===== src/hw/rtl/hocb_pkg.sv =====
// Package with types and constants of the occurrence chain builder.
`default_nettype none
package hocb_pkg;
    localparam int NUM_BUCKETS  = 8192;
    localparam int SLOT_W       = 13;
    localparam int KEY_W        = 31;
    localparam int IDX_W        = 20;
    localparam int CNT_W        = 21;
    localparam int NXT_W        = 21;
    localparam int PROBE_LIMIT  = 8;
    localparam logic [NXT_W-1:0] MAX_ELEMENTS = 21'd1048576;
    localparam logic [CNT_W-1:0] CNT_MAX = 21'h1FFFFF;

    localparam logic [2:0] ST_FIRST   = 3'd0;
    localparam logic [2:0] ST_APPEND  = 3'd1;
    localparam logic [2:0] ST_DROP    = 3'd2;
    localparam logic [2:0] ST_FULL    = 3'd3;
    localparam logic [2:0] ST_READ    = 3'd4;

    localparam logic [1:0] OP_READ   = 2'd0;
    localparam logic [1:0] OP_INSERT = 2'd1;
    localparam logic [1:0] OP_FULL   = 2'd2;

    typedef struct packed {
        logic [1:0]       op;
        logic [KEY_W-1:0] key;
        logic [SLOT_W-1:0] slot;
        logic [IDX_W-1:0] idx;
        logic [3:0]       probes;
    } t_cmd;

    typedef struct packed {
        logic [2:0]        status;
        logic [IDX_W-1:0]  elem_index;
        logic [IDX_W-1:0]  prev_index;
        logic [SLOT_W-1:0] bucket_slot;
        logic              slot_used;
        logic [KEY_W-1:0]  slot_key;
        logic [IDX_W-1:0]  slot_first;
        logic [CNT_W-1:0]  collisions;
    } t_res;
endpackage
`default_nettype wire


===== src/hw/rtl/hocb_queue.sv =====
// Two-entry command queue between front and back end.
`default_nettype none
module hocb_queue import hocb_pkg::*; (
    input  wire logic i_clk,
    input  wire logic i_rst_n,
    input  wire logic i_valid,
    input  t_cmd      i_cmd,
    output logic      o_ready,
    output logic      o_valid,
    output t_cmd      o_cmd,
    input  wire logic i_ready
);
    t_cmd r_mem [2];
    logic r_wp, r_rp;
    logic [1:0] r_cnt;
    logic w_push, w_pop;

    assign o_ready = r_cnt != 2'd2;
    assign o_valid = r_cnt != 2'd0;
    assign o_cmd = r_mem[r_rp];
    assign w_push = i_valid && o_ready;
    assign w_pop = o_valid && i_ready;

    always_ff @(posedge i_clk) begin
        if (w_push) begin
            r_mem[r_wp] <= i_cmd;
        end
        if (!i_rst_n) begin
            r_wp <= 1'b0;
            r_rp <= 1'b0;
            r_cnt <= 2'd0;
        end else begin
            if (w_push) r_wp <= ~r_wp;
            if (w_pop) r_rp <= ~r_rp;
            r_cnt <= r_cnt + {1'b0, w_push} - {1'b0, w_pop};
        end
    end
endmodule
`default_nettype wire


===== config.mk =====
export PLATFORM = sky130hd
export DESIGN_NAME = hocb_queue
export DESIGN_NICKNAME = d
export VERILOG_FILES = /design/src/hw/rtl/hocb_pkg.sv /design/src/hw/rtl/hocb_queue.sv
export SDC_FILE = /design/constraint.sdc
export NUM_CORES = 1
export LEC_CHECK = 0
export BUFFER_PORTS_ARGS = -buffer_cell sky130_fd_sc_hd__buf_4
export CAP_MARGIN = 20
export CORE_ASPECT_RATIO = 0.8
export CORE_UTILIZATION = 45
export CTS_BUF_LIST = sky130_fd_sc_hd__clkbuf_8 sky130_fd_sc_hd__clkbuf_16
export CTS_CLUSTER_DIAMETER = 100
export DETAILED_ROUTE_END_ITERATION = 7
export PLACE_DENSITY = 0.81
export RECOVER_POWER = 50
export REMOVE_ABC_BUFFERS = 1
export SYNTH_ARGS = -nofsm -noshare
export SYNTH_HDL_FRONTEND = slang
export SYNTH_SLANG_ARGS = --single-unit

===== constraint.sdc =====
create_clock -name i_clk -period 13.9 [get_ports i_clk]
set_input_delay 2.78 -clock i_clk [delete_from_list [all_inputs] [get_ports i_clk]]
set_output_delay 2.78 -clock i_clk [all_outputs]
set_load 0.01 [all_outputs]

# Word-level counts from Yosys, hierarchy flattened
# Memory sizes are Yosys's and may differ from the RTL's. A register that Yosys moved wholly into a read port is not among the register bits.
# Cells that the tools add are included.
# Widths: inputs -> output; s select.
# classes
addsub	2
n_eq_ne	1
mux	4
bitwise_logic	2
reduce_logical	3
# ops
operator	count
$mux 1	4
$add 2x1->2	1
$logic_and 1x1->1	2
$ne 2x2->1 const B	1
$not 1->1	2
$reduce_bool 2->1	1
$sub 2x1->2	1
# word_totals
register_bits	4
mem_bits_rw	140
input_bits	74
out_inout_bits	72
word_cells	16
memories	1
# mem_list
name	depth	width	read_ports	rd_ports_with_merged_regs	write_ports	line_no	rtl
r_mem	2	70	1	1	1	hocb_queue.sv:13	t_cmd r_mem [2];

# Depth between registers and ports, before layout
# depth
word_depth	4
depth_mapped	8
depth_no_buf	8

# Worst setup path before layout
# Ideal clock, no wire load.
# synth_path
path_kind	input to register
start	input port i_valid
end	memory r_mem[0][0] in the netlist's numbering (enable)
setup_ns	0.498
t_arrival_ns	5.800
required_time_ns	13.402
slack_ns	7.602
stages	2
n_path_buf	0
path_cell_list	nand2_1 -> nor2_1
# synth_between
elab_chain_len	3
# synth_rtl
element	line_no	rtl
from (decl)	hocb_queue.sv:6	input wire logic i_valid,
$logic_and 1x1->1	hocb_queue.sv:21	assign w_push = i_valid && o_ready;
$mux 1	hocb_queue.sv:25	if (w_push) begin
$mux 1 (implied by the code)	hocb_queue.sv:26	r_mem[r_wp] <= i_cmd;
to (decl)	hocb_queue.sv:13	
# Every way passes these cells.

# Worst setup path after layout
# layout_path
start	input port i_valid
end	memory r_mem[1][35] in the netlist's numbering (enable)
# Same word-level chain as after synthesis.

==> metrics.txt <==
antenna cells 0; reported leakage power around 2.8 nW; number of clock buffers inserted by TritonCTS 17; cell with the largest stage delay on the worst path sky130_fd_sc_hd__and3_1; maximum capacitance violations 1; Slew @ Worst Pin 3.222 ns; post-synthesis sequential element count approximately 150; combined buffer and inverter count along the critical path 1; clock period minus worst slack 5.342 ns; average instance area after synthesis 23.31 um2; first-pass GRT wire length ~14000 um; origin of the worst min-delay path r_wp; die boundary width 127.2 um; Root Buffer Master sky130_fd_sc_hd__clkbuf_16; final number of hold-violating endpoints 0; area of the mapped netlist around 5600 um2; final number of max-transition violations 71; Clk pwr share 34.4%; fin worst setup slack 8.558 ns; CTS HTree Levels 4; worst slack after detailed placement a little over 9 ns; Worst Setup End Kind register; vias per inst 4.672; full die area 12990 um2; I/O pin count 146; post-synth cell types 17; Final Setup Violations 0; setup repair bufs after CTS 0; via count of the first global-routing pass 2805; fmax roughly 190 MHz; kind of cell adding the most delay to the critical path simple AND/OR/NAND/NOR gates; total routed wirelength 9529 um; Switching Power 344.8 uW; port buffer count 145; count of antenna-violating nets left after detailed routing 0; clock-pin slew on the worst setup and hold paths 0.06 ns; most frequent cells in the layout sky130_fd_sc_hd__edfxtp_1 (140), sky130_fd_sc_hd__buf_4 (75), sky130_fd_sc_hd__mux2_4 (70); setup repair after global routing missed its margin no; All-Layer GR Usage 15.27%; maximum number of pins on one net before global-route repair between 70 and 80; Yosys Warn Count 0; initial core utilization around 46%; biggest fanout along the worst timing path 70; required arrival time at the worst endpoint ~14 ns; Sink Count 145; timing startpoint of the critical path i_valid; CTS Hold Buffers Added 0; total DRC errors in the routed layout 0; number of antenna violations at the first check in global routing 0; number of gates given a new drive strength after cts 0; status complete, but fails checks; maximum resistive drop on vdd 0.0001208 V; TritonCTS clock tree yes; final total negative setup slack 0 ns; overall die height 102.1 um; predominant post-synthesis flop cell sky130_fd_sc_hd__edfxtp_1; dpl hpwl 6115 um; internal power contribution 1.070 mW; Critical Path Start Type input pin; worst setup path category input pin to register; slowest stage delay, CP 2.35 ns; aggregate global routing overflow 0; starting DRC count in detailed routing 167; switching power share of the total between 20% and 30%; detailed-routing iteration count for the pre-antenna-repair pass 4; final critical-path share of the clock period 38.43%; sequential power share between 40% and 50%; worst-path cell chain clkbuf_1 > and3_1; routed len/inst 16.34 um; areal power density over the cells 192.2 nW/um2; violated checks capacitance limit, slew limit; sequential cell area fraction in the yosys report 76.31%; Placement Rows 36; class of the most critical hold timing path register to register; combinational fraction of design power 24.7%; fraction of layout cells with a size suffix above 1 a little over half; FFs w/ async S/R, synth 0%; vias after detailed routing 2724; number of instances in the synthesized netlist around 240; CTS max path bufs 2; headroom to the max-slew limit -114.8%; total number of nets in the final design roughly 480; worst skew pair latency 0.41 ns; layout overhead on the synthesized area 30.50%; clock tree skew after final layout 0.009256 ns; worst reg2reg path startpoint r_cnt[0]; GPL Wtd Cong 0.7031; EDFF count, synth 140; most common library cell in the layout ignoring fill and taps sky130_fd_sc_hd__edfxtp_1; worst path arrival time about 5.3 ns; Floorplan Core Area roughly 12000 um2
-- tightest hold or removal path: stages (launching register included) --
cell and delay [ns]:
sky130_fd_sc_hd__dfxtp_1 0.35, sky130_fd_sc_hd__nand2_1 0.07, sky130_fd_sc_hd__mux2i_1 0.06
-- cell type report --
class / count / area [um2]
Fill cell: 905 / 4846
Sequential cell: 145 / 4308
Multi-Input combinational cell: 88 / 1189
Timing Repair Buffer: 147 / 1006
Clock buffer: 17 / 425.4
Clock inverter: 14 / 215.2
Tap cell: 171 / 214.0
Inverter: 1 / 3.754
-- power by group through the flow --
| stage | clock [mW] | combinational [mW] | sequential, mW |
|---|---|---|---|
| after floorplan | 0 | 0.211 | 0.603 |
| after global placement | 0 | 0.354 | 0.582 |
| after detailed placement | 0 | 0.359 | 0.586 |
| after CTS | 0.496 | 0.361 | 0.578 |
| after global routing | 0.513 | 0.374 | 0.584 |
| final | 0.487 | 0.349 | 0.579 |
-- final timing paths --
check	to	slack [ns]	cells after the start
max reg2reg	r_mem[1][35]	10.47	2
min reg2reg	r_wp	0.54	2
max	r_mem[1][35]	8.56	2
min	r_wp	0.54	2
-- cells by family after synthesis --
logic type	count (synthesis)	share of synthesized area, %
DFF	145	76.31
muxes	71	18.81
and+or+nand+nor	11	1.087
buffers and inverters	9	2.751
xor gates and xnor gates	3	0.4659
adders and majority gates	2	0.4436
AOI/OAI and AO/OA	1	0.1331
-- synth_stat cells (all sizes together), types with 2 or more instances --
cell type,n,area [um2]
and2,2,12.51
buf,8,151.4
dfxtp,5,100.1
edfxtp,140,4204
ha,2,25.02
mux2,70,1051
nand2,2,7.510
nand2b,2,12.51
nor2b,2,12.51
xnor2,3,26.28
-- layer usage --
layer,wire length (um),vias up,global-route usage (%)
met2,4760,109,25.40
met4,136,0,7.784
li1,-,1270,-
met3,736,15,6.178
met5,0,-,0
met1,3896,1330,17.29
-- flip-flops by register name (all words and copies together) (netlist names), named ones only --
name,count
r_wp,1
r_rp,1
r_mem,140
r_cnt,2
-- stage by stage --
| stage | std cells | hold WS [ns] | instance area (um2) | utilization (%) | power (mW) |
|---|---|---|---|---|---|
| finish | 583 | 0.5354 | 7361 | 60.30 | 1.415 |
| global route | 583 | 0.5585 | 7361 | 60.30 | 1.472 |
| CTS | 583 | 0.5473 | 7463 | 61.14 | 1.435 |
| detailed placement | 552 | 0.5351 | 6823 | 55.89 | 0.9451 |
| global placement | 552 | 0.5098 | 6823 | 55.89 | 0.9360 |
| floorplan | 234 | 0.4549 | 5489 | - | 0.8140 |
Power figures use the tool's default switching activity.
