$ cat config.mk
export PLATFORM = sky130hd
export DESIGN_NAME = hocb_front_flat
export DESIGN_NICKNAME = d
export VERILOG_FILES = /design/src/hw/rtl/hocb_pkg.sv /design/src/hw/rtl/hocb_in_if.sv /design/src/hw/rtl/hocb_front.sv /design/src/flat_wrapper.sv
export SDC_FILE = /design/constraint.sdc
export NUM_CORES = 1
export LEC_CHECK = 0
export BUFFER_PORTS_ARGS = -buffer_cell sky130_fd_sc_hd__buf_2
export CAP_MARGIN = 0
export CORE_UTILIZATION = 39
export CTS_CLUSTER_SIZE = 20
export DETAILED_ROUTE_END_ITERATION = 7
export GPL_ROUTABILITY_DRIVEN = 1
export GPL_TIMING_DRIVEN = 0
export PLACE_DENSITY = 0.86
export RECOVER_POWER = 25
export SLEW_MARGIN = 5
export SYNTH_ARGS = -nofsm -noshare
export SYNTH_HDL_FRONTEND = slang
export SYNTH_SLANG_ARGS = --single-unit
$ cat constraint.sdc
create_clock -name i_clk -period 2.55 [get_ports i_clk]
set_input_delay 0.1275 -clock i_clk [delete_from_list [all_inputs] [get_ports i_clk]]
set_output_delay 0.1275 -clock i_clk [all_outputs]
set_load 0.01 [all_outputs]
$ cat src/hw/rtl/hocb_pkg.sv
// Package with types and constants of the occurrence chain builder.
`default_nettype none
package hocb_pkg;
    localparam int NUM_BUCKETS  = 8192;
    localparam int SLOT_W       = 13;
    localparam int KEY_W        = 31;
    localparam int IDX_W        = 20;
    localparam int CNT_W        = 21;
    localparam int NXT_W        = 21;
    localparam int PROBE_LIMIT  = 8;
    localparam logic [NXT_W-1:0] MAX_ELEMENTS = 21'd1048576;
    localparam logic [CNT_W-1:0] CNT_MAX = 21'h1FFFFF;

    localparam logic [2:0] ST_FIRST   = 3'd0;
    localparam logic [2:0] ST_APPEND  = 3'd1;
    localparam logic [2:0] ST_DROP    = 3'd2;
    localparam logic [2:0] ST_FULL    = 3'd3;
    localparam logic [2:0] ST_READ    = 3'd4;

    localparam logic [1:0] OP_READ   = 2'd0;
    localparam logic [1:0] OP_INSERT = 2'd1;
    localparam logic [1:0] OP_FULL   = 2'd2;

    typedef struct packed {
        logic [1:0]       op;
        logic [KEY_W-1:0] key;
        logic [SLOT_W-1:0] slot;
        logic [IDX_W-1:0] idx;
        logic [3:0]       probes;
    } t_cmd;

    typedef struct packed {
        logic [2:0]        status;
        logic [IDX_W-1:0]  elem_index;
        logic [IDX_W-1:0]  prev_index;
        logic [SLOT_W-1:0] bucket_slot;
        logic              slot_used;
        logic [KEY_W-1:0]  slot_key;
        logic [IDX_W-1:0]  slot_first;
        logic [CNT_W-1:0]  collisions;
    } t_res;
endpackage
`default_nettype wire

$ cat src/hw/rtl/hocb_in_if.sv
// Channel interfaces for items and results.
`default_nettype none
interface hocb_in_if;
    logic        valid;
    logic        ready;
    logic        action;
    logic [30:0] key;
    logic        skip;
    logic [12:0] slot;
    modport source (output valid, action, key, skip, slot, input ready);
    modport sink (input valid, action, key, skip, slot, output ready);
endinterface

`default_nettype wire

$ cat src/hw/rtl/hocb_front.sv
// Front end: accepts items, drops skipped inserts, assigns element indexes.
`default_nettype none
module hocb_front import hocb_pkg::*; (
    input  wire logic  i_clk,
    input  wire logic  i_rst_n,
    hocb_in_if.sink    in_ch,
    input  wire logic [3:0] i_max_probe,
    output logic       o_cmd_valid,
    output t_cmd       o_cmd,
    input  wire logic  i_cmd_ready
);
    logic [NXT_W-1:0] r_next;
    logic [NXT_W-1:0] n_next;
    logic [3:0] w_probes;
    logic w_take;

    assign in_ch.ready = i_cmd_ready;
    assign w_take = in_ch.valid && i_cmd_ready;

    always_comb begin
        if (i_max_probe == 4'd0) begin
            w_probes = 4'd1;
        end else if (i_max_probe > 4'(PROBE_LIMIT)) begin
            w_probes = 4'(PROBE_LIMIT);
        end else begin
            w_probes = i_max_probe;
        end
        o_cmd.key = in_ch.key;
        o_cmd.slot = in_ch.slot;
        o_cmd.idx = r_next[IDX_W-1:0];
        o_cmd.probes = w_probes;
        n_next = r_next;
        if (in_ch.action) begin
            o_cmd.op = OP_READ;
        end else if (r_next >= MAX_ELEMENTS) begin
            o_cmd.op = OP_FULL;
        end else begin
            o_cmd.op = OP_INSERT;
            if (w_take && !in_ch.skip) begin
                n_next = r_next + 1'b1;
            end
        end
        o_cmd_valid = in_ch.valid && (in_ch.action || !in_ch.skip);
    end

    always_ff @(posedge i_clk) begin
        if (!i_rst_n) begin
            r_next <= '0;
        end else begin
            r_next <= n_next;
        end
    end
endmodule
`default_nettype wire

$ cat src/flat_wrapper.sv
// flat-port wrapper written by rule: the top's interface ports become plain ports
module hocb_front_flat import hocb_pkg::*;
  (i_clk, i_rst_n, i_max_probe, o_cmd_valid, o_cmd, i_cmd_ready, in_ch_valid, in_ch_action, in_ch_key, in_ch_skip, in_ch_slot, in_ch_ready);
  hocb_in_if in_ch_i ();
  input  wire logic i_clk;
  input  wire logic i_rst_n;
  input  wire logic [3:0] i_max_probe;
  output logic o_cmd_valid;
  output t_cmd o_cmd;
  input  wire logic i_cmd_ready;
  input wire logic [$bits(in_ch_i.valid)-1:0] in_ch_valid;
  input wire logic [$bits(in_ch_i.action)-1:0] in_ch_action;
  input wire logic [$bits(in_ch_i.key)-1:0] in_ch_key;
  input wire logic [$bits(in_ch_i.skip)-1:0] in_ch_skip;
  input wire logic [$bits(in_ch_i.slot)-1:0] in_ch_slot;
  output wire logic [$bits(in_ch_i.ready)-1:0] in_ch_ready;
  assign in_ch_i.valid = in_ch_valid;
  assign in_ch_i.action = in_ch_action;
  assign in_ch_i.key = in_ch_key;
  assign in_ch_i.skip = in_ch_skip;
  assign in_ch_i.slot = in_ch_slot;
  assign in_ch_ready = in_ch_i.ready;
  hocb_front u_core (.i_clk(i_clk), .i_rst_n(i_rst_n), .in_ch(in_ch_i), .i_max_probe(i_max_probe), .o_cmd_valid(o_cmd_valid), .o_cmd(o_cmd), .i_cmd_ready(i_cmd_ready));
endmodule
---- Word-level counts from Yosys, hierarchy flattened ----
Cells that the tools add are included.
storage, ports and cells
  bits of input ports ..................... 54
  output and inout bits ................... 72
  word-level logic and storage cells ...... 17
  register bits after elaboration ......... 21
cells by class
  mux-type cells .......................... 4
  reductions and logical operators ........ 7
  magnitude comparators ................... 2
  bitwise logic cells ..................... 2
  add/subtract/negate cells ............... 1
operators with widths
  kind                   number
  $add 21x1->21 const B  1
  $ge 21x21->1 const B   1
  $mux 4                 2
  $gt 4x4->1 const B     1
  $logic_not 4->1        1
  $mux 2                 2
  $logic_and 1x1->1      3
  $reduce_and 3->1       1
  $not 1->1              2
  $logic_not 1->1        1
  $logic_or 1x1->1       1

---- Depth between registers and ports, before layout ----
  depth in word-level cells ............... 3
  mapped depth ............................ 5
  depth with buffers taken out ............ 4

---- Worst setup path before layout ----
No wires, ideal clock.
  path kind ............................... register to register
  start point ............................. register u_core.r_next[20]
  end point ............................... register u_core.r_next[17]
  library setup time ...................... 0.070 ns
  arrival time ............................ 1.697 ns
  clock period less this slack ............ 1.767 ns
  slack ................................... 0.783 ns
  data required time ...................... 2.480 ns
  stages on the path, launching flop included .. 6
  path buffers ............................ 1
  cell sequence ........................... dfxtp_1 nor4b_4 nand4_2 buf_6 or4_1 a21oi_1
between the ends
  longest elaborated chain between the ends .. 3
ends and longest elaborated chain
  element                     line              text
  from (decl)                 hocb_front.sv:12  logic [NXT_W-1:0] r_next;
  from (signal assigned)      hocb_front.sv:50  r_next <= n_next;
  $ge 21x21->1                hocb_front.sv:35  end else if (r_next >= MAX_ELEMENTS) begin
  $not 1->1 (no line)         -
  $reduce_and 3->1 (no line)  -
Every way passes these cells.
A chain may end at the register's enable or synchronous reset.

---- Worst setup path after layout ----
  start point ............................. register u_core.r_next[20]
  end point ............................... register u_core.r_next[12]
The elaborated chain is that of the path after synthesis.

==> results.py <==
metrics = {
    "status": {
        "status": "completed",
    },
    "floorplan": {
        "die_x_um": 64.2,
        "die_y_um": 64.2,
        "pin_count": 126,
        "rows": 22,
        "die_area_um2": 4120,
        "coreArea_um2": 3690,
        "start_util_pct": 40.9,
    },
    "timing": {
        "clock_skew_ns": 0.00143,
        "setup_viol": 0,
        "period_share_pct": 76.5,
        "drv_slew": 0,
        "rsz0062_at_grt": "no",
        "slew_headroom_pct": 68.1,
        "tightest_slew_ns": 0.476,
        "setup_tns_ns": 0,
        "clock.fmax_ghz": 0.513,
        "finalHoldViolations": 0,
        "min_period_ns": 1.95,
        "worst_hold_slack_ns": 0.0916,
    },
    "drt": {
        "routedWlPerCell_um": 9.52,
        "dr_total_vias": 1482,
        "drc": 0,
        "vias_per_cell": 4.62,
        "drtPass1Iterations": 4,
        "drt-total-wl_um": 3060,
        "ant_nets": 0,
        "drtIter0Drc": 51,
    },
    "clocking": {
        "cts.repair.resized": 0,
        "clock_path_buffers": 2,
        "clk_latency_ns": 0.26,
        "clk_pin_slew_ns": 0.07,
        "cts_made_buffers": 3,
        "htree_levels": 1,
        "cts.sinks": 21,
        "ctsHoldBuffers": 0,
        "cts_tree": "done",
        "post-cts-setup-buffer-count": 0,
        "root_buffer": "clkbuf_8",
    },
    "cells_and_area": {
        "regMostFlops": "u_core.r_next",
        "regArea_um2": 420,
        "final_cells": 321,
        "mostFrequentLayoutCell": "buf_4",
        "syn2layout_area_growth_pct": 32.0,
        "final_cell_mix": "65 x buf_4, 58 x buf_2, 27 x clkbuf_1, 21 x dfxtp_1, 14 x a21oi_1",
        "drive_above_1_share_pct": 48.0,
        "diodes": 0,
        "multi_input_area_um2": 559,
        "nets": 329,
        "reg_top3": "u_core.r_next (21)",
        "n_fill_cell": 379,
        "design_area_um2": 1990,
        "largest_reg_flops": 21,
    },
    "place": {
        "place_congestion": 0.762,
        "dp.final_hpwl_um": 2460,
        "dp_cells": 317,
        "numPortBuffers": 81,
        "placed_cell_area_um2": 1970,
    },
    "global_route": {
        "globalRouteTotalUtil_pct": 14.4,
        "grt_max_degree": 13,
        "grt_pass1_vias": 1156,
        "antenna_found_initial": 0,
        "grt_overflow_total": 0,
        "grt_pass1_wl_um": 4740,
    },
    "power_and_ir_drop": {
        "switching_share_pct": 24.8,
        "p_int_mw": 0.514,
        "comb_power_share_pct": 19.8,
        "clkPwrFrac_pct": 32.2,
        "total_power_mw": 0.684,
        "vdd_drop_max_mv": 0.173,
        "power.switching_mw": 0.170,
        "p_seq_share_pct": 48.1,
        "power_leakage_nw": 0.968,
        "p_per_area_nw_per_um2": 344,
    },
    "worst_setup_path": {
        "cpLargestDelayFamily": "simple AND/OR/NAND/NOR gates",
        "endpoint_kind": "flip-flop",
        "critPathKind": "reg2reg",
        "crit_buf_inv": 1,
        "max_stage_delay_ns": 0.51,
        "crit_chain": "nor4b_4 -> nand4_1 -> clkbuf_1 -> or3_1 -> a21oi_1",
        "cp_slowest_cell": "nor4b_4",
        "crit_path_max_fanout": 10,
        "required_ns": 2.74,
        "reg2reg_depth": 5,
        "cp.depth": 5,
        "cp-start-kind": "flip-flop",
        "cp.arrival_ns": 2.14,
    },
    "yosys": {
        "syn_inst": 188,
        "synth_area_um2": 1510,
        "synthesis.nets": 243,
        "yosysWarningCount": 0,
        "post-synth-top-area-fraction_pct": 32.3,
        "avgSynthCellArea_um2": 8.03,
        "synth_area_leaders": "buf_4 32%, dfxtp_1 28%, a21oi_1 4.6%",
        "synth.distinct_cells": 25,
        "ys_ff_latch": 21,
        "synth_seq_area_share_pct": 27.9,
        "synth_top_area_cell": "buf_4",
    },
    "hold_path": {
        "whs_path_depth": 3,
        "min_path_type": "in2reg",
    },
    "job": {
        "maxCapViolCount": 0,
    },
}
final timing paths:
path              slack, ns              start                 to
setup / recovery       0.60  u_core.r_next[20]  u_core.r_next[12]
hold / removal         0.09            i_rst_n  u_core.r_next[20]
setup reg to reg       0.60  u_core.r_next[20]  u_core.r_next[12]
hold reg to reg        0.49  u_core.r_next[19]  u_core.r_next[20]
synth_stat cells:
master    count
nor4b_4       1
ha_1          1
or3_1         9
clkbuf_1      4
xor2_1        5
a21oi_1      14
a21boi_0      1
nor2b_1       3
nor2_1       10
dfxtp_1      21
nand4_1       7
or4_1         5
and3_1        2
buf_6         1
o31ai_1       5
or2_2         1
xnor2_1       1
nand2_1       8
inv_1         4
o21ai_0       9
nand4_2       1
nand3_1       8
buf_4        65
and4_1        1
and2_1        1
power by group through the flow:
| stage | Sequential, mW | Combinational, mW | Clock [mW] |
|---|---|---|---|
| after detailed placement | 0.337 | 0.141 | 0 |
| final | 0.329 | 0.135 | 0.220 |
| after global placement | 0.337 | 0.138 | 0 |
| after global routing | 0.329 | 0.146 | 0.239 |
| after floorplan | 0.337 | 0.0897 | 0 |
| after CTS | 0.329 | 0.141 | 0.230 |
cells by family after synthesis:
logic type	Yosys count	synth area share, %
adder cells (fa/ha/maj)	1	0.829
AO/OA/AOI/OAI	29	10.6
AND/OR/NAND/NOR	57	22.1
XOR/XNOR	6	3.48
flip-flops	21	27.9
buffers and inverters	74	35.1
area by class of cell:
cell class / count / area share (%)
Multi-Input combinational cell: 93 / 28.1
Buffer: 70 / 25.8
Sequential cell: 21 / 21.1
Timing Repair Buffer: 81 / 18.9
Tap cell: 48 / 3.02
Clock buffer: 3 / 2.07
Inverter: 4 / 0.754
Clock inverter: 1 / 0.251
through the flow:
step | setup slack [ns] | utilization [%]
global route | 0.390 | 54.0
floorplan | 0.783 | -
finish | 0.600 | 54.0
detailed placement | 0.584 | 53.5
global placement | 0.645 | 53.5
CTS | 0.572 | 54.8
routing by layer:
| layer | vias up | GRT usage [%] | wire length [um] |
|---|---|---|---|
| li1 | 753 | - | - |
| met1 | 642 | 16.4 | 1210 |
| met2 | 82 | 26.3 | 1500 |
| met3 | 5 | 1.96 | 294 |
| met4 | 0 | 6.67 | 51 |
| met5 | - | 0 | 0 |
tightest hold or removal path, delay by kind of cell:
| family | cells | cell delay, ns |
|---|---|---|
| simple gates | 1 | 0.05 |
| buf+inv | 1 | 0.10 |
| compound gates | 1 | 0.05 |
Power figures use the tool's default switching activity.
